==> src/hw/rtl/cbt_pkg.sv <==
// Shared types and constants of the cubic Bezier tessellator.
// Used by the front end, the command queue, the back end and the top level.
// No dependencies.
package cbt_pkg;

    // Input kinds carried in tuser
    typedef enum logic [1:0] {
        FUNC_LOAD = 2'd0,
        FUNC_TESS = 2'd1,
        FUNC_EVAL = 2'd2,
        FUNC_NONE = 2'd3
    } func_t;

    // Work kinds handed from the front end to the back end
    typedef enum logic [1:0] {
        OP_LOAD   = 2'd0,
        OP_POINTS = 2'd1,
        OP_ERROR  = 2'd2,
        OP_SPARE  = 2'd3
    } op_t;

    // Result status codes
    localparam logic [1:0] ST_OK        = 2'd0;
    localparam logic [1:0] ST_FEW_NODES = 2'd1;
    localparam logic [1:0] ST_BAD_SEG   = 2'd2;

    // Handle kinds within a node
    localparam logic [1:0] HK_CENTER = 2'd0;
    localparam logic [1:0] HK_LEFT   = 2'd1;
    localparam logic [1:0] HK_RIGHT  = 2'd2;

    // Register indexes of the APB port
    localparam logic REG_NODE_COUNT = 1'b0;
    localparam logic REG_RESOLUTION = 1'b1;

    // Field widths
    localparam int NC_W    = 5;
    localparam int RES_W   = 6;
    localparam int T_W     = 17;
    localparam int SEGF_W  = 8;
    localparam int COORD_W = 32;
    localparam int IN_W    = 64;
    localparam int OUT_W   = 96;
    localparam int QUEUE_DEPTH = 2;

    localparam logic [T_W-1:0] ONE_Q16 = 17'h10000;

    // Input tdata layout
    localparam int F_NODE_LO  = 0;
    localparam int F_KIND_LO  = 4;
    localparam int F_AXIS_LO  = 6;
    localparam int F_COORD_LO = 8;
    localparam int F_SEG_LO   = 40;
    localparam int F_POS_LO   = 44;

    // One queued command
    typedef struct packed {
        op_t                op;
        logic [3:0]         node;
        logic [1:0]         kind;
        logic [1:0]         axis;
        logic [COORD_W-1:0] value;
        logic [SEGF_W-1:0]  seg;
        logic [T_W-1:0]     t;
        logic               tess;
        logic [RES_W-1:0]   res;
        logic [RES_W-1:0]   steps;
        logic [1:0]         status;
    } cmd_t;

endpackage

==> src/hw/rtl/cbt_front.sv <==
// Front end: takes input requests, checks them against the configuration
// and turns them into queued commands. Depends on cbt_pkg.
module cbt_front #(
    parameter int MAX_NODES      = 16,
    parameter int MAX_RESOLUTION = 63
) (
    input  logic                         s_tvalid,
    output logic                         s_tready,
    input  logic [cbt_pkg::IN_W-1:0]     s_tdata,
    input  logic [1:0]                   s_tuser,
    input  logic [cbt_pkg::NC_W-1:0]     node_count,
    input  logic [cbt_pkg::RES_W-1:0]    resolution,
    input  logic                         queue_full,
    output logic                         push,
    output cbt_pkg::cmd_t                cmd
);

    logic [3:0]                   node_index;
    logic [1:0]                   handle_kind;
    logic [1:0]                   axis;
    logic [cbt_pkg::COORD_W-1:0]  coordinate;
    logic [3:0]                   segment_index;
    logic [cbt_pkg::T_W-1:0]      curve_position;
    logic [8:0]                   nc9;
    logic [8:0]                   n9;
    logic [cbt_pkg::SEGF_W-1:0]   segs;
    logic [cbt_pkg::SEGF_W-1:0]   seg_in;
    logic [cbt_pkg::RES_W-1:0]    res;
    logic [cbt_pkg::T_W-1:0]      t_clamp;
    logic [cbt_pkg::T_W+cbt_pkg::SEGF_W-1:0] prod;
    logic                         load_ok;

    // Field unpacking
    assign node_index     = s_tdata[cbt_pkg::F_NODE_LO +: 4];
    assign handle_kind    = s_tdata[cbt_pkg::F_KIND_LO +: 2];
    assign axis           = s_tdata[cbt_pkg::F_AXIS_LO +: 2];
    assign coordinate     = s_tdata[cbt_pkg::F_COORD_LO +: cbt_pkg::COORD_W];
    assign segment_index  = s_tdata[cbt_pkg::F_SEG_LO +: 4];
    assign curve_position = s_tdata[cbt_pkg::F_POS_LO +: cbt_pkg::T_W];

    assign s_tready = !queue_full;

    // Active nodes and segments
    assign nc9    = 9'(node_count);
    assign n9     = (nc9 > 9'(MAX_NODES)) ? 9'(MAX_NODES) : nc9;
    assign segs   = (n9 >= 9'd2) ? cbt_pkg::SEGF_W'(n9 - 9'd1) : '0;
    assign seg_in = cbt_pkg::SEGF_W'(segment_index);

    // Resolution clamp
    always_comb
    begin
        res = resolution;
        if (resolution == '0)
            res = cbt_pkg::RES_W'(1);
        else if (7'(resolution) > 7'(MAX_RESOLUTION))
            res = cbt_pkg::RES_W'(MAX_RESOLUTION);
    end

    // Global position to segment and local t
    assign t_clamp = (curve_position > cbt_pkg::ONE_Q16) ? cbt_pkg::ONE_Q16 : curve_position;
    assign prod    = t_clamp * segs;

    assign load_ok = (9'(node_index) < 9'(MAX_NODES)) && (handle_kind <= cbt_pkg::HK_RIGHT)
                     && (axis <= 2'd2);

    // Classification
    always_comb
    begin
        cmd        = '0;
        cmd.op     = cbt_pkg::OP_LOAD;
        cmd.node   = node_index;
        cmd.kind   = handle_kind;
        cmd.axis   = axis;
        cmd.value  = coordinate;
        cmd.res    = res;
        cmd.status = cbt_pkg::ST_OK;
        push       = 1'b0;
        case (cbt_pkg::func_t'(s_tuser))
            cbt_pkg::FUNC_LOAD:
            begin
                push = s_tvalid && s_tready && load_ok;
            end
            cbt_pkg::FUNC_TESS:
            begin
                push     = s_tvalid && s_tready;
                cmd.tess = 1'b1;
                cmd.seg  = seg_in;
                if (segs == '0)
                begin
                    cmd.op     = cbt_pkg::OP_ERROR;
                    cmd.status = cbt_pkg::ST_FEW_NODES;
                end
                else if (seg_in >= segs)
                begin
                    cmd.op     = cbt_pkg::OP_ERROR;
                    cmd.status = cbt_pkg::ST_BAD_SEG;
                end
                else
                begin
                    cmd.op    = cbt_pkg::OP_POINTS;
                    cmd.steps = (seg_in == segs - 8'd1) ? res : res - cbt_pkg::RES_W'(1);
                end
            end
            cbt_pkg::FUNC_EVAL:
            begin
                push = s_tvalid && s_tready;
                if (segs == '0)
                begin
                    cmd.op     = cbt_pkg::OP_ERROR;
                    cmd.status = cbt_pkg::ST_FEW_NODES;
                end
                else if (t_clamp == cbt_pkg::ONE_Q16)
                begin
                    cmd.op  = cbt_pkg::OP_POINTS;
                    cmd.seg = segs - 8'd1;
                    cmd.t   = cbt_pkg::ONE_Q16;
                end
                else
                begin
                    cmd.op  = cbt_pkg::OP_POINTS;
                    cmd.seg = prod[16 +: cbt_pkg::SEGF_W];
                    cmd.t   = {1'b0, prod[15:0]};
                end
            end
            default:
            begin
                push = 1'b0;
            end
        endcase
    end

endmodule

==> config.mk <==
export PLATFORM = sky130hd
export DESIGN_NAME = cbt_front
export DESIGN_NICKNAME = d
export VERILOG_FILES = /design/src/hw/rtl/cbt_pkg.sv /design/src/hw/rtl/cbt_front.sv
export SDC_FILE = /design/constraint.sdc
export NUM_CORES = 1
export LEC_CHECK = 0
export BUFFER_PORTS_ARGS = -buffer_cell sky130_fd_sc_hd__buf_2
export CAP_MARGIN = 25
export CORE_MARGIN = 2
export CORE_UTILIZATION = 25
export DETAILED_ROUTE_END_ITERATION = 6
export GPL_TIMING_DRIVEN = 0
export PLACE_DENSITY = 0.52
export SYNTH_ARGS = -nofsm -noshare
export SYNTH_HDL_FRONTEND = slang
export SYNTH_SLANG_ARGS = --single-unit
==> constraint.sdc <==
create_clock -name vclk -period 8.55
set_input_delay 1.71 -clock vclk [all_inputs]
set_output_delay 1.71 -clock vclk [all_outputs]
set_load 0.02 [all_outputs]
==> results of run 1 <==
-- per-layer routing --
metal,track usage (%),vias to the layer above,part of all wire [%]
li1,-,2754,-
met2,28.1,152,48
met3,1.25,22,4.2
met4,2.45,0,1.8
met1,21.5,2767,46
met5,0,-,0
-- worst paths after layout --
kind / startpoint / to / slack [ns] / cells past startpoint
max: node_count[4] / cmd[30] / -0.16 / 24
min: s_tdata[13] / cmd[45] / 3.64 / 2
-- area by class of cell --
cell class                      instances  share of cell area, %
Multi-Input combinational cell        554                   69.8
Timing Repair Buffer                  174                   13.8
Buffer                                 67                   6.02
Inverter                              124                   5.89
Tap cell                              285                   4.41
Antenna cell                            1                 0.0309
-- cells by family after synthesis --
kind of cell             Yosys count
AO/OA/AOI/OAI                    129
XOR/XNOR                          27
adder cells (fa/ha/maj)          138
buffers and inverters            193
multiplexers                       3
AND/OR/NAND/NOR                  257
-- cells in the final DEF (no fill, tap or decap), types with 4 or more instances in the layout --
master	Yosys	layout
nand2b_1	13	9
and2_4	0	6
nand2_4	0	4
buf_4	40	97
nor2_4	0	5
nand2_1	42	34
clkbuf_2	0	6
nand2_2	1	5
a211oi_1	11	4
fa_1	81	73
buf_6	3	13
buf_12	0	4
clkbuf_1	21	10
nor4_1	8	5
a21o_1	15	13
nand3_1	15	11
nor3_1	17	15
xor2_1	9	9
a21oi_1	24	16
o211ai_1	10	10
fa_2	0	8
and3_1	5	4
inv_2	0	18
a211oi_4	0	5
and2_1	32	26
a21oi_2	0	4
o21a_1	9	9
a21oi_4	0	4
ha_4	0	15
ha_1	57	41
inv_1	123	103
nor2_1	93	85
a31oi_1	4	4
buf_2	2	108
o21ai_0	16	12
xnor2_1	18	18
nand4_1	4	4
-- where the power goes --
part             total [mW]  internal (mW)  switching [mW]
Clock          0.0000000156   0.0000000156               0
Combinational         0.698          0.309           0.389
Sequential                0              0               0
-- critical path: stages --
cell	delay, ns
buf_12	0.11
nand2b_4	0.15
ha_4	0.17
or4_4	0.53
nand3_4	0.11
nand2_4	0.07
inv_6	0.07
nor2_4	0.06
and2_4	0.16
fa_2	0.54
fa_2	0.43
fa_1	0.52
inv_2	0.04
fa_2	0.52
inv_2	0.04
ha_4	0.15
a21o_4	0.21
or3b_4	0.40
o221a_4	0.28
o21a_1	0.21
buf_4	0.13
nor3_2	0.17
nor3_4	0.08
buf_6	0.14
-- timing repair --
item                                    in CTS  in global routing
resized for setup                          166                 25
endpoints found under the setup margin      16                 14
pin swaps                                  123                 25
setup buffers                               47                  8
==> results.py, run 1 <==
metrics = {
    "outcome": {
        "status": "finished with violations",
        "violations": "setup timing",
    },
    "timing": {
        "slew_headroom_pct": 45.8,
        "rsz0062_at_grt": "yes",
        "fin_crit_sh_pct": 102,
        "hold_viol_final": 0,
        "tns_ns": -0.933,
        "fin_crit_ns": 8.71,
        "worst_slack_ns": -0.165,
        "setup_viol": 9,
        "tightestPinTransition_ns": 0.812,
        "slew_violations": 0,
        "holdWs_ns": 3.64,
        "max_freq_mhz": 115,
    },
    "floorplanning": {
        "core.rowCount": 55,
        "initial_utilization_pct": 25.4,
        "core-area_mm2": 0.0226,
        "ios": 163,
        "die_area_mm2": 0.0241,
        "die_y_um": 155,
        "die-width_um": 155,
    },
    "power_and_ir_drop": {
        "p_per_area_mw_per_mm2": 86.2,
        "p_total_mw": 0.698,
        "peakVddDrop_v": 0.0000368,
        "p_leak_nw": 4.08,
    },
    "yosys": {
        "yosys.area_share.adder_pct": 40.7,
        "synth_top_area_share_pct": 28.3,
        "syn_area_mm2": 0.00573,
        "syn-num-nets": 964,
        "synth-simple-area-share_pct": 22.6,
        "synth_top_family_by_area": "adder cells",
        "synth_compound_area_share_pct": 16.3,
        "ys_top_cells_by_area": "fa_1 (28%), ha_1 (12%), inv_1 (8.1%)",
        "synth_warnings": 0,
        "synth_area_leader_cell": "fa_1",
        "yosysSeqAreaShare_pct": 0,
        "synthCells": 747,
        "yosysMostFrequentCell": "inv_1",
        "ys_types": 71,
        "avgSynthCellArea_um2": 7.67,
        "synth-xor-area-share_pct": 4.13,
        "ys_top_cells_by_count": "inv_1 (123), nor2_1 (93), fa_1 (81)",
        "synth_mux_area_share_pct": 0.524,
    },
    "placement": {
        "dp_cells": 1151,
        "dpl_cell_area_mm2": 0.00688,
        "hpwl_mm": 15.2,
        "port_buffers": 118,
        "pre_cts_slack_ns": -1.15,
        "gp_congestion": 0.888,
    },
    "final_layout": {
        "nFillCells": 2352,
        "fin_area_mm2": 0.00809,
        "clock_buffer_count": 0,
        "layout-drive-gt1-share_pct": 40.4,
        "instances_no_fill": 1205,
        "nFlopsAndLatches": 0,
        "seqCellArea_um2": 0,
        "multi_input_comb_area_mm2": 0.00565,
        "postLayoutCoreUtil_pct": 35.8,
        "nNetsFinal": 1138,
        "area_delta_synth_final_pct": 41.2,
    },
    "setup_path": {
        "path_class": "input pin to primary output",
        "path_max_fanout": 5,
        "worstPathArrival_ns": 7.00,
        "cp_data_required_time_ns": 6.84,
        "critPathCaptureType": "primary output",
        "startpoint_type": "input pin",
    },
    "route": {
        "via_per_inst": 4.73,
        "dr_total_vias": 5695,
        "routedWlPerCell_um": 16.0,
        "wl_mm": 19.3,
        "first_iter_violations": 283,
        "remaining_drc_errors": 0,
        "ant_nets": 0,
        "drtPass1Iterations": 4,
    },
    "global_routing": {
        "first_global_vias": 5981,
        "grt_max_degree": 12,
        "overflow": 0,
        "grt_pass1_wl_mm": 31.2,
        "antenna_found_initial": 1,
        "track_usage_pct": 15.9,
    },
    "clock_tree": {
        "cts-hold-fix-buffers": 0,
    },
    "min_path": {
        "hold_path.class": "input pin to primary output",
    },
    "run": {
        "drv_cap": 0,
    },
}
(Power assumes the default switching activity.)
==> run 2, diff against run 1 <==
Settings changed: CORE_UTILIZATION 25 to 51, PLACE_DENSITY 0.52 to 0.88.
==> run 2 against run 1 <==
  * The flow still finishes with violations (setup timing)
  * Clock-buffer cell count unchanged
  * Die area down 50%
  * Core utilization up 38 points
  * Sequential share of layout area unchanged
  * Critical path depth up 1
  * Final cell count down 12%
  * Combinational power up 5.0%
  * Wire length down 1.7%
  * Via count up 7.6%
  * Highest routed layer unchanged
==> results.py, run 2 (synthesized netlist as in run 1, its figures left out) <==
metrics = {
    "floorplanning": {
        "ios": 163,
        "die_y_um": 110,
        "die_area_mm2": 0.0121,
        "core-area_mm2": 0.0109,
        "initial_utilization_pct": 52.6,
        "core.rowCount": 38,
        "die-width_um": 110,
    },
    "timing": {
        "setup_viol": 9,
        "holdWs_ns": 3.64,
        "fin_crit_sh_pct": 102,
        "worst_slack_ns": -0.160,
        "slew_violations": 0,
        "hold_viol_final": 0,
        "slew_headroom_pct": 47.5,
        "rsz0062_at_grt": "yes",
        "max_freq_mhz": 115,
        "fin_crit_ns": 8.71,
        "tightestPinTransition_ns": 0.785,
    },
    "global_routing": {
        "first_global_vias": 6152,
        "grt_max_degree": 12,
        "grt_pass1_wl_mm": 28.4,
        "track_usage_pct": 29.7,
        "antenna_found_initial": 0,
        "overflow": 0,
    },
    "route": {
        "first_iter_violations": 484,
        "ant_nets": 0,
        "via_per_inst": 5.80,
        "routedWlPerCell_um": 18.0,
        "dr_total_vias": 6129,
        "wl_mm": 19.0,
        "drtPass1Iterations": 6,
        "remaining_drc_errors": 0,
    },
    "final_layout": {
        "nNetsFinal": 1135,
        "area_delta_synth_final_pct": 40.8,
        "layout-drive-gt1-share_pct": 42.7,
        "seqCellArea_um2": 0,
        "insertedDiodeCount": 0,
        "clock_buffer_count": 0,
        "final_cell_mix": "buf_2 (109), inv_1 (102), buf_4 (92)",
        "nFlopsAndLatches": 0,
        "layout_commonest_cell": "buf_2",
    },
    "power_and_ir_drop": {
        "p_total_mw": 0.733,
        "peakVddDrop_v": 0.0000926,
        "p_leak_nw": 4.09,
        "p_per_area_mw_per_mm2": 90.9,
    },
    "setup_path": {
        "critPathBufInv": 8,
        "crit_cells": 25,
        "critPathCaptureType": "primary output",
        "path_class": "input pin to primary output",
        "worstPathArrival_ns": 7.00,
        "worst_path_max_delay_cell": "fa_1",
        "worst_path_dominant_cell_family": "adder cells",
        "max_stage_delay_ns": 0.53,
        "cpMostUsedCell": "fa_1",
        "startpoint_type": "input pin",
        "path_max_fanout": 6,
        "cp_data_required_time_ns": 6.84,
    },
    "outcome": {
        "status": "finished with violations",
        "violations": "setup timing",
    },
    "placement": {
        "gp_congestion": 0.915,
        "port_buffers": 118,
        "hpwl_mm": 13.4,
    },
    "min_path": {
        "hold_path.class": "input pin to primary output",
        "whs_path_depth": 2,
    },
    "run": {
        "drv_cap": 0,
    },
    "clock_tree": {
        "cts-hold-fix-buffers": 0,
    },
}
==> run 2: cell count changes in the layout (fill, tap and decap cells not counted), moves of 4 or more <==
| cell | before | now |
|---|---|---|
| nor2_1 | 85 | 74 |
| nor2_2 | 3 | 10 |
| buf_4 | 97 | 92 |
| ha_4 | 15 | 19 |
| nor2_4 | 5 | 9 |
==> run 2: cell type report <==
type / count / area, µm²
multi-input combinational: 554 / 5840
fill: 723 / 2820
timing repair buffer: 172 / 1090
buffer: 66 / 483
inverter: 124 / 475
tap: 140 / 175
==> run 2: routing by layer <==
metal	vias up	track usage [%]	part of all wire, %
li1	2758	-	-
met1	2947	36.6	38
met2	348	54.3	51
met3	76	2.41	7.8
met4	0	10.1	3.7
met5	-	0	0
==> run 2: stage by stage <==
stage / worst slack, ns / setup TNS [ns] / instances / util, % / instance area [µm²]
2_1_floorplan: 0.000610 / 0 / 747 / - / 5930
3_3_place_gp: -0.956 / -8.01 / 1005 / 61.5 / 6700
3_5_place_dp: -1.13 / -9.45 / 1005 / 61.5 / 6700
4_1_cts: -0.103 / -0.517 / 1037 / 69.6 / 7580
5_1_grt: -0.302 / -2.17 / 1056 / 74.1 / 8070
6_report: -0.160 / -0.812 / 1056 / 74.1 / 8070
==> run 2: where the power goes <==
group | switching, mW | internal, mW | leakage, nW
registers | 0 | 0 | 0
clock network | 0 | 0 | 0
logic | 0.411 | 0.322 | 4.09
total | 0.411 | 0.322 | 4.09
==> run 2: worst paths after layout <==
check / from / end / slack (ns)
worst max-delay path: node_count[4] / cmd[30] / -0.16
worst min-delay path: s_tdata[16] / cmd[48] / 3.64
==> run 2: timing repair <==
item | CTS | global route
endpoints found under the setup margin | 16 | 15
setup buffers | 33 | 20
gates resized for setup | 149 | 84
pin swaps | 97 | 55
gates cloned | 1 | 0
