[config.mk]
export PLATFORM = sky130hd
export DESIGN_NAME = cbt_cmd_queue
export DESIGN_NICKNAME = d
export VERILOG_FILES = /design/src/hw/rtl/cbt_pkg.sv /design/src/hw/rtl/cbt_cmd_queue.sv
export SDC_FILE = /design/constraint.sdc
export NUM_CORES = 1
export LEC_CHECK = 0
export BUFFER_PORTS_ARGS = -buffer_cell sky130_fd_sc_hd__clkbuf_2
export CAP_MARGIN = 5
export CELL_PAD_IN_SITES_DETAIL_PLACEMENT = 2
export CELL_PAD_IN_SITES_GLOBAL_PLACEMENT = 2
export CORE_MARGIN = 3
export CORE_UTILIZATION = 42
export CTS_CLUSTER_DIAMETER = 150
export DETAILED_ROUTE_END_ITERATION = 10
export GPL_TIMING_DRIVEN = 0
export HOLD_SLACK_MARGIN = 0.12
export PLACE_DENSITY = 0.92
export REMOVE_ABC_BUFFERS = 1
export SLEW_MARGIN = 20
export SYNTH_ARGS = -nofsm -noshare
export SYNTH_HDL_FRONTEND = slang
export SYNTH_SLANG_ARGS = --single-unit
[constraint.sdc]
create_clock -name clk -period 5.6 [get_ports clk]
set_input_delay 0 -clock clk [delete_from_list [all_inputs] [get_ports clk]]
set_output_delay 0 -clock clk [all_outputs]
set_load 0.02 [all_outputs]
[src/hw/rtl/cbt_pkg.sv]
// Shared types and constants of the cubic Bezier tessellator.
// Used by the front end, the command queue, the back end and the top level.
// No dependencies.
package cbt_pkg;

    // Input kinds carried in tuser
    typedef enum logic [1:0] {
        FUNC_LOAD = 2'd0,
        FUNC_TESS = 2'd1,
        FUNC_EVAL = 2'd2,
        FUNC_NONE = 2'd3
    } func_t;

    // Work kinds handed from the front end to the back end
    typedef enum logic [1:0] {
        OP_LOAD   = 2'd0,
        OP_POINTS = 2'd1,
        OP_ERROR  = 2'd2,
        OP_SPARE  = 2'd3
    } op_t;

    // Result status codes
    localparam logic [1:0] ST_OK        = 2'd0;
    localparam logic [1:0] ST_FEW_NODES = 2'd1;
    localparam logic [1:0] ST_BAD_SEG   = 2'd2;

    // Handle kinds within a node
    localparam logic [1:0] HK_CENTER = 2'd0;
    localparam logic [1:0] HK_LEFT   = 2'd1;
    localparam logic [1:0] HK_RIGHT  = 2'd2;

    // Register indexes of the APB port
    localparam logic REG_NODE_COUNT = 1'b0;
    localparam logic REG_RESOLUTION = 1'b1;

    // Field widths
    localparam int NC_W    = 5;
    localparam int RES_W   = 6;
    localparam int T_W     = 17;
    localparam int SEGF_W  = 8;
    localparam int COORD_W = 32;
    localparam int IN_W    = 64;
    localparam int OUT_W   = 96;
    localparam int QUEUE_DEPTH = 2;

    localparam logic [T_W-1:0] ONE_Q16 = 17'h10000;

    // Input tdata layout
    localparam int F_NODE_LO  = 0;
    localparam int F_KIND_LO  = 4;
    localparam int F_AXIS_LO  = 6;
    localparam int F_COORD_LO = 8;
    localparam int F_SEG_LO   = 40;
    localparam int F_POS_LO   = 44;

    // One queued command
    typedef struct packed {
        op_t                op;
        logic [3:0]         node;
        logic [1:0]         kind;
        logic [1:0]         axis;
        logic [COORD_W-1:0] value;
        logic [SEGF_W-1:0]  seg;
        logic [T_W-1:0]     t;
        logic               tess;
        logic [RES_W-1:0]   res;
        logic [RES_W-1:0]   steps;
        logic [1:0]         status;
    } cmd_t;

endpackage

[src/hw/rtl/cbt_cmd_queue.sv]
// Short command queue between the front end and the back end.
// Depends on cbt_pkg.
module cbt_cmd_queue (
    input  logic          clk,
    input  logic          rst_n,
    input  logic          push,
    input  cbt_pkg::cmd_t cmd_in,
    output logic          full,
    input  logic          pop,
    output cbt_pkg::cmd_t cmd_out,
    output logic          empty
);

    cbt_pkg::cmd_t entry_reg [cbt_pkg::QUEUE_DEPTH];
    logic          wr_ptr_reg;
    logic          wr_ptr_next;
    logic          rd_ptr_reg;
    logic          rd_ptr_next;
    logic [1:0]    count_reg;
    logic [1:0]    count_next;

    assign full    = (count_reg == 2'(cbt_pkg::QUEUE_DEPTH));
    assign empty   = (count_reg == 2'd0);
    assign cmd_out = entry_reg[rd_ptr_reg];

    // Pointer and fill update
    always_comb
    begin
        wr_ptr_next = wr_ptr_reg ^ push;
        rd_ptr_next = rd_ptr_reg ^ pop;
        count_next  = count_reg + 2'(push) - 2'(pop);
    end

    always_ff @(posedge clk or negedge rst_n)
    begin
        if (!rst_n)
        begin
            wr_ptr_reg <= 1'b0;
            rd_ptr_reg <= 1'b0;
            count_reg  <= 2'd0;
        end
        else
        begin
            wr_ptr_reg <= wr_ptr_next;
            rd_ptr_reg <= rd_ptr_next;
            count_reg  <= count_next;
        end
    end

    // Storage
    always_ff @(posedge clk)
    begin
        if (push)
            entry_reg[wr_ptr_reg] <= cmd_in;
    end

endmodule

==> results.ini, run 1 <==
[outcome]
run_status=finished clean

[place]
port_buffers=169
gp_routability_congestion=0.688
dp_hpwl_mm=9.60
placedInstanceArea_um2=7530

[synthesis]
synth_area_per_cell_um2=23.9
synthesis.instances=271
fraction_of_the_yosys_area_taken_by_sequential_cells_pct=77.6
synth_area_um2=6470
ys_seq_elements=168
synth_cell_types=13
yosys_warnings=0

[critical_path]
crit_family=flip-flops
crit_path_cell_trace=buf_16 > mux2_2 > clkbuf_2
critical_path_arrival_ns=1.79
setup.worst_path.class=flip-flop to output pin
critical-path-max-stage-delay_ns=0.49
critical_path_required_ns=5.60
setup.worst_path.start_class=flip-flop
cp_max_stage_cell=dfrtp_4
worstPathBufferInverterCount=2
timing.critical_path.to_type=output pin
worst_reg_to_reg_setup_slack_ns=3.89
timing.critical_path.fanout_max=41

[grt]
grt.overflow.total=0
grt.met3_usage_pct=5.40
first_global_vias=4212
grt_first_pass_wirelength_mm=24.8
largest_net_degree_at_the_start_of_global_routing=50
grt.total_usage_pct=20.4
grt.met2_usage_pct=38.7
antenna_found_initial=0
grtUsageMet1_pct=21.2
gr-max-usage-layer=met2

[clock_network]
root_buffer=clkbuf_16
clockBufferDepth=2
numClockSinks=168
clkLatencyLatePin_ns=0.43
worst_setup_hold_path_clk_slew_ns=0.07
cts_resized=0
post-cts-setup-buffer-count=0
cts_buffers=17
htree_num_levels=4
cts_tree=done

[timing]
final_setup_tns_ns=0
max_freq_mhz=558
period_share_pct=32.0
final_max_slew_viol_count=0
rsz0062_at_grt=false
worst_hold_slack_ns=0.304
worstMarginPinSlew_ns=0.541
timing.final.setup_violations=0
skew_ns=0.00828
worst_slew_margin_rel_pct=64.0
fin_crit_ns=1.79
finalHoldViolations=0

[final_layout]
layout.cells.most_common_list=169 x clkbuf_2, 164 x edfxtp_1, 86 x dlygate4sd3_1
synthesis_to_layout_area_growth_pct=38.0
n_antenna_cell=0
largest_register_ffs=164
final_area_um2=8930
nets=630
final_layout_size_suffix_gt1_share_pct=51.7
num-fill-cells=1204
layout.cells.most_common=clkbuf_2

[floorplanning]
number_of_core_rows=44
placeableCoreArea_um2=14800
fp.dieW_um=130
die_y_um=130
io_pins=170
full_die_area_um2=16900
start_util_pct=43.7

[drt]
routed-via-count=3554
vias_per_cell=4.82
avgRoutedWirePerCell_um=22.5
drt_pre_antenna_iters=4
post-route-drc-count=0
antenna_left=0
drt_wl_total_mm=16.6
drtIter0Drc=160

[power_and_ir_drop]
seq_power_share_pct=39.5
p_switching_mw=1.47
comb_power_share_pct=36.1
power_frac_clock_pct=24.4
internal_dissipation_mw=3.00
peakVddDrop_v=0.000272
switching_share_pct=32.9
p_total_mw=4.47
power_density_nw_per_um2=500
cellLeakagePower_nw=3.64

[worst_hold_path]
hold_path.class=input port to flip-flop

[job]
max_cap_violations=0

power by group through the flow:
stage | sequential (mW) | clock (mW) | combinational (mW)
3_3_place_gp | 1.93 | 0 | 1.43
2_1_floorplan | 1.87 | 0 | 1.02
5_1_grt | 1.79 | 1.17 | 1.71
6_report | 1.76 | 1.09 | 1.61
3_5_place_dp | 1.79 | 0 | 1.56
4_1_cts | 1.76 | 1.11 | 1.62
metal layers:
layer	part of all wire [%]	wire length [µm]
met5	0	0
met1	36	6000
met4	2.0	327
met3	5.1	841
met2	57	9430
logic make-up after synthesis:
group | share of synthesized area (%)
flops | 77.6
mux | 18.3
buf+inv | 2.65
fa+ha+maj | 0.773
xor+xnor | 0.502
simple gates | 0.155
path summary, 6_finish.rpt:
kind,start,end,depth (start not counted)
hold / removal,cmd_in[31],entry_reg[0][31],2
hold reg to reg,count_reg[1],count_reg[1],1
setup / recovery,rd_ptr_reg,cmd_out[76],3
min in group asynchronous,rst_n,rd_ptr_reg,3
max in group asynchronous,rst_n,rd_ptr_reg,3
setup reg to reg,wr_ptr_reg,entry_reg[0][44],3
layout make-up:
class	instances	area, µm²	area share, %
inverter	4	15.0	0.168
timing repair buffer	259	1820	20.3
tap	184	230	2.58
clock inverter	13	108	1.20
multi-input combinational	90	1300	14.6
sequential	168	5030	56.3
clock buffer	19	433	4.85
per-stage QoR:
stage                     setup WS [ns]  instances  utilization [%]
final                              3.81        737             60.3
after global routing               3.75        737             60.3
after CTS                          3.79        737             60.3
after detailed placement           3.89        619             50.9
after global placement             1.11        615             49.9
after floorplan                    2.17        262                -
cell usage after synthesis:
| cell | number | area (µm²) |
|---|---|---|
| buf_12 | 7 | 140 |
| buf_2 | 1 | 5.00 |
| buf_6 | 1 | 11.3 |
| dfrtp_1 | 4 | 100 |
| edfxtp_1 | 164 | 4920 |
| ha_1 | 4 | 50.1 |
| inv_1 | 4 | 15.0 |
| mux2_2 | 12 | 135 |
| mux2_4 | 70 | 1050 |
| nor2_1 | 1 | 3.75 |
| nor2b_1 | 1 | 6.26 |
| xor2_1 | 1 | 8.76 |
| xor3_1 | 1 | 23.8 |
what timing repair did:
item / 4_1_cts / 5_1_grt
endpoints found under the setup margin: 0 / 0
hold buffers: 86 / 0
endpoints found under the hold margin: 172 / 0
Power figures use the tool's default switching activity.
==> run 2: changes to the inputs <==
CORE_UTILIZATION = 39   (was 42)
PLACE_DENSITY = 0.87   (was 0.92)
clock period = 1.8 ns   (was 5.6 ns; I/O delays follow)
==> run 2 against run 1 <==
Via count grew 1.1%. Largest cell class unchanged. Largest power group unchanged. Design area grew 2.3%. Non-clock buffer count grew 7. Sequential share of layout area shrank 1.3 points. Hold slack gained 0.011 ns. Clock power grew to 3.6 times the previous value. Total power grew to 3.3 times the previous value.
==> results.ini, run 2 (synthesis gave the netlist of run 1 again) <==
[place]
gp_routability_congestion=0.681  ; -1.1%
port_buffers=169  ; unchanged
place.detailed.instances=653  ; +5.5%
dp_hpwl_mm=9.76  ; +1.7%
dp_worst_setup_slack_ns=0.199  ; -3.69 ns

[clock_network]
htree_num_levels=4  ; unchanged
clkLatencyLatePin_ns=0.42  ; about the same
root_buffer=clkbuf_16
worst_setup_hold_path_clk_slew_ns=0.07  ; about the same
cts_tree=done
numClockSinks=168  ; unchanged
clockBufferDepth=2  ; unchanged
cts_buffers=17  ; unchanged

[timing]
worst_slew_margin_rel_pct=70.8  ; +6.9 points
period_share_pct=97.2
final_worst_path_setup_slack_ns=0.0512  ; -3.76 ns
final_max_slew_viol_count=0  ; unchanged
skew_ns=0.0104  ; +0.00217 ns
timing.final.setup_violations=0  ; unchanged
finalHoldViolations=0  ; unchanged
worstMarginPinSlew_ns=0.438  ; -0.103 ns
max_freq_mhz=572
final_setup_tns_ns=0  ; unchanged
fin_crit_ns=1.75
rsz0062_at_grt=false

[final_layout]
nets=637  ; +1.1%
layout.cells.most_common=clkbuf_2
layout.cells.most_common_list=168 x clkbuf_2, 164 x edfxtp_1, 86 x dlygate4sd3_1
finish.cell_count_without_fillers=777  ; +5.4%
synthesis_to_layout_area_growth_pct=41.1
final_layout_size_suffix_gt1_share_pct=52.4  ; +0.70 points
area_of_the_multi_input_gates_um2=1300  ; unchanged
sequential_cell_area_um2=5030  ; unchanged
num-fill-cells=1351  ; +12%
largest_register_ffs=164  ; unchanged

[critical_path]
setup.worst_path.class=flip-flop to output pin
crit_path_cell_trace=buf_6 > buf_8 > mux2_4 > clkbuf_2
setup.worst_path.start_class=flip-flop
critical_path_required_ns=1.80  ; -3.80 ns
cp_max_stage_cell=dfrtp_4
timing.critical_path.fanout_max=10  ; -76%
worstPathBufferInverterCount=3  ; +1
crit_family=flip-flops
critical-path-max-stage-delay_ns=0.56  ; +0.07 ns
timing.critical_path.to_type=output pin
critical_path_arrival_ns=1.75  ; -0.04 ns

[job]
max_cap_violations=0  ; unchanged

[drt]
drt_wl_total_mm=18.1  ; +9.1%
drtIter0Drc=166  ; +3.8%
routed-via-count=3592  ; +1.1%
vias_per_cell=4.62  ; -4.1%
antenna_left=0  ; unchanged
post-route-drc-count=0  ; unchanged
avgRoutedWirePerCell_um=23.3  ; +3.4%
drt_pre_antenna_iters=4  ; unchanged

[power_and_ir_drop]
peakVddDrop_v=0.000999  ; +270%
comb_power_share_pct=36.0  ; about the same
p_total_mw=14.7  ; +230%
power_frac_clock_pct=26.4  ; +2.0 points
p_switching_mw=4.77  ; +220%
switching_share_pct=32.5  ; -0.41 points
power_density_nw_per_um2=1610  ; +220%
cellLeakagePower_nw=3.72  ; +2.2%
internal_dissipation_mw=9.92  ; +230%
seq_power_share_pct=37.6  ; -1.9 points

[floorplanning]
fp.dieW_um=135  ; +3.6%
full_die_area_um2=18200  ; +7.3%
die_y_um=135  ; +3.6%
placeableCoreArea_um2=16100  ; +8.4%
start_util_pct=40.3  ; -3.4 points
io_pins=170  ; unchanged
number_of_core_rows=46  ; +4.5%

[grt]
first_global_vias=4321  ; +2.6%
antenna_found_initial=2  ; +2
grt_first_pass_wirelength_mm=26.9  ; +8.6%
grt.overflow.total=0  ; unchanged
largest_net_degree_at_the_start_of_global_routing=34  ; -32%
grt.total_usage_pct=20.5  ; +0.13 points

[worst_hold_path]
hold_path.class=input port to flip-flop

[outcome]
run_status=finished clean

run 2: changes by cell type in the layout (fill, tap and decap cells not counted), sizes merged:
cell	change
buf	+8
clkinv	-4
bufinv	+3
clkinvlp	-2
diode	+2
inv	+1
run 2: per-stage QoR:
step | util, % | hold WS (ns) | cell area, µm²
floorplan | - | -0.296 | 6320
global placement | 46.3 | -0.192 | 7430
detailed placement | 47.3 | -0.187 | 7590
CTS | 56.9 | 0.284 | 9130
global route | 56.9 | 0.303 | 9140
finish | 56.9 | 0.315 | 9140
run 2: final cells by class:
| cell class | count | area share (%) |
|---|---|---|
| sequential | 168 | 55.0 |
| inverter | 4 | 0.164 |
| timing repair buffer | 266 | 20.9 |
| tap | 216 | 2.96 |
| antenna | 2 | 0.0548 |
| multi-input combinational | 90 | 14.3 |
| clock inverter | 11 | 1.90 |
| clock buffer | 20 | 4.78 |
run 2: timing repair:
action / in CTS / in global routing
setup buffers: 4 / 0
resized for setup: 0 / 4
hold buffers: 86 / 0
cloned: 1 / 0
setup endpoints to repair: 64 / 18
endpoints found under the hold margin: 172 / 0
run 2: final timing paths:
check | startpoint | cells past startpoint | to | slack (ns)
worst max-delay path | rd_ptr_reg | 4 | cmd_out[3] | 0.05
worst min-delay path | cmd_in[46] | 2 | entry_reg[0][46] | 0.32
worst max register to register | wr_ptr_reg | 3 | entry_reg[0][6] | 0.26
worst min register to register | count_reg[1] | 1 | count_reg[1] | 0.69
max in group asynchronous | rst_n | 3 | rd_ptr_reg | 1.05
min in group asynchronous | rst_n | 3 | count_reg[0] | 0.52
run 2: power groups by stage:
stage / sequential (mW) / combinational, mW / clock [mW]
finish: 5.52 / 5.29 / 3.88
global route: 5.59 / 5.59 / 4.10
CTS: 5.48 / 5.31 / 3.91
detailed placement: 5.65 / 4.79 / 0
global placement: 5.76 / 3.11 / 0
floorplan: 5.71 / 2.55 / 0
run 2: per-layer routing:
layer	track usage (%)	vias up	routed length, µm
li1	-	1627	-
met1	21.1	1813	6420
met2	39.5	124	10400
met3	5.51	28	837
met4	7.41	0	398
met5	0	-	0
==> run 3: changes to the inputs <==
GPL_TIMING_DRIVEN = unset   (was 0)
SETUP_SLACK_MARGIN = 0.4   (was unset)
==> run 3 against run 2 <==
Register-to-register slack gained 0.23 ns. First-iteration DRC count rose by 40%. Hold slack barely moved. Critical path depth unchanged. Fmax is 1.6% lower.
==> results.ini, run 3 (synthesis gave the netlist of run 1 again) <==
[critical_path]
timing.critical_path.to_type=output pin
cp_max_stage_cell=dfrtp_4
setup.worst_path.class=flip-flop to output pin
setup.worst_path.start_class=flip-flop
critical_path_arrival_ns=1.78  ; +0.03 ns
timing.critical_path.fanout_max=5  ; -5
worstPathBufferInverterCount=3  ; unchanged
critical_path_required_ns=1.80  ; about the same
critical-path-max-stage-delay_ns=0.56  ; about the same
crit_family=flip-flops
crit_path_cell_trace=buf_12 > clkbuf_16 > mux2_4 > buf_8

[floorplanning]
io_pins=170  ; unchanged
full_die_area_um2=18200  ; unchanged
die_y_um=135  ; unchanged
fp.dieW_um=135  ; unchanged
start_util_pct=40.3  ; unchanged
number_of_core_rows=46  ; unchanged
placeableCoreArea_um2=16100  ; unchanged

[timing]
timing.final.setup_violations=0  ; unchanged
finalHoldViolations=0  ; unchanged
worst_slew_margin_rel_pct=81.1  ; +10 points
skew_ns=0.0112  ; +0.000767 ns
final_max_slew_viol_count=0  ; unchanged
rsz0062_at_grt=true
max_freq_mhz=562  ; -1.6%
fin_crit_ns=1.78  ; +0.0292 ns
worstMarginPinSlew_ns=0.284  ; -0.153 ns
period_share_pct=98.8  ; +1.6 points

[drt]
routed-via-count=3756  ; +4.6%
drt_wl_total_mm=21.9  ; +21%
antenna_left=0  ; unchanged
avgRoutedWirePerCell_um=28.0  ; +20%
drtIter0Drc=232  ; +40%
drt_pre_antenna_iters=4  ; unchanged
vias_per_cell=4.78  ; +3.5%
post-route-drc-count=0  ; unchanged

[final_layout]
layout.cells.most_common=edfxtp_1
nets=645  ; +1.3%
area_of_the_multi_input_gates_um2=1350  ; +3.2%
layout.cells.most_common_list=164 x edfxtp_1, 87 x clkbuf_2, 86 x dlygate4sd3_1
num-fill-cells=1269  ; -6.1%
final_area_um2=10000  ; +9.8%
synthesis_to_layout_area_growth_pct=55.0
largest_register_ffs=164  ; unchanged
sequential_cell_area_um2=5030  ; unchanged
final_layout_size_suffix_gt1_share_pct=53.2  ; +0.75 points

[clock_network]
numClockSinks=168  ; unchanged
clockBufferDepth=2  ; unchanged
clkLatencyLatePin_ns=0.42  ; about the same
worst_setup_hold_path_clk_slew_ns=0.07  ; about the same
cts_buffers=17  ; unchanged
root_buffer=clkbuf_16
htree_num_levels=4  ; unchanged
cts_tree=done

[grt]
first_global_vias=4340  ; +0.44%
grt_first_pass_wirelength_mm=28.2  ; +5.0%
grt.overflow.total=0  ; unchanged
grt.total_usage_pct=21.6  ; +1.1 points
antenna_found_initial=1  ; -1
largest_net_degree_at_the_start_of_global_routing=48  ; +41%

[worst_hold_path]
hold_path.class=input port to flip-flop

[power_and_ir_drop]
p_total_mw=16.9  ; +15%
power_density_nw_per_um2=1690  ; +4.9%
peakVddDrop_v=0.000871  ; -13%
cellLeakagePower_nw=4.08  ; +9.5%

[outcome]
run_status=finished clean

[place]
dp_hpwl_mm=10.5  ; +7.9%
placedInstanceArea_um2=7600  ; +0.16%
port_buffers=169  ; unchanged
gp_routability_congestion=0.688  ; +1.1%

[job]
max_cap_violations=0  ; unchanged

run 3: changes by cell type in the layout (fill, tap and decap cells not counted), moves of 4 or more:
cell	delta
clkbuf_2	-81
mux2_2	-11
buf_8	+31
clkbuf_16	+4
buf_6	+49
buf_16	+4
mux2_4	+11
run 3: repair_timing:
item                       in CTS  in global routing
cloned                          4                  4
hold buffers                   86                  0
resized for setup              72                203
setup endpoints to repair      82                 83
setup buffers                   3                  1
hold endpoints to repair      172                  0
run 3: area by class of cell:
cell class / instances / share of cell area, %
clock buffer: 18 / 4.28
clock inverter: 14 / 1.81
inverter: 4 / 0.150
multi-input combinational: 90 / 13.4
timing repair buffer: 274 / 27.6
antenna: 1 / 0.0249
tap: 216 / 2.69
sequential: 168 / 50.1
run 3: worst paths after layout:
kind	startpoint	to	slack (ns)	cells after the start
min in group asynchronous	rst_n	count_reg[0]	0.56	3
max in group asynchronous	rst_n	rd_ptr_reg	1.02	3
hold / removal	cmd_in[26]	entry_reg[0][26]	0.32	2
hold reg to reg	count_reg[1]	count_reg[1]	0.66	1
setup reg to reg	wr_ptr_reg	entry_reg[0][59]	0.49	3
setup / recovery	rd_ptr_reg	cmd_out[7]	0.02	4
run 3: per-layer routing:
layer	global-route usage, %	vias up	share of wire [%]
met5	0	-	0
met4	6.28	0	0.87
met3	4.36	16	3.6
met2	41.9	131	60
met1	23.5	1959	36
li1	-	1650	-
run 3: report_power, final:
part           switching (mW)  leakage (nW)  internal [mW]  total (mW)
registers               0.345          1.58           5.21        5.55
clock network            1.57         0.287           2.31        3.88
logic                    3.44          2.21           4.05        7.48
run 3: per-stage QoR:
stage | setup TNS, ns | cells | hold slack (ns) | setup WS (ns) | utilization [%]
detailed placement | 0 | 654 | -0.171 | 0.381 | 47.4
CTS | 0 | 779 | 0.286 | 0.00829 | 59.4
global route | -0.157 | 785 | 0.297 | -0.0187 | 62.5
global placement | 0 | 654 | -0.168 | 0.421 | 47.4
floorplan | -290.27 | 262 | -0.296 | -1.63 | -
finish | 0 | 785 | 0.316 | 0.0220 | 62.5
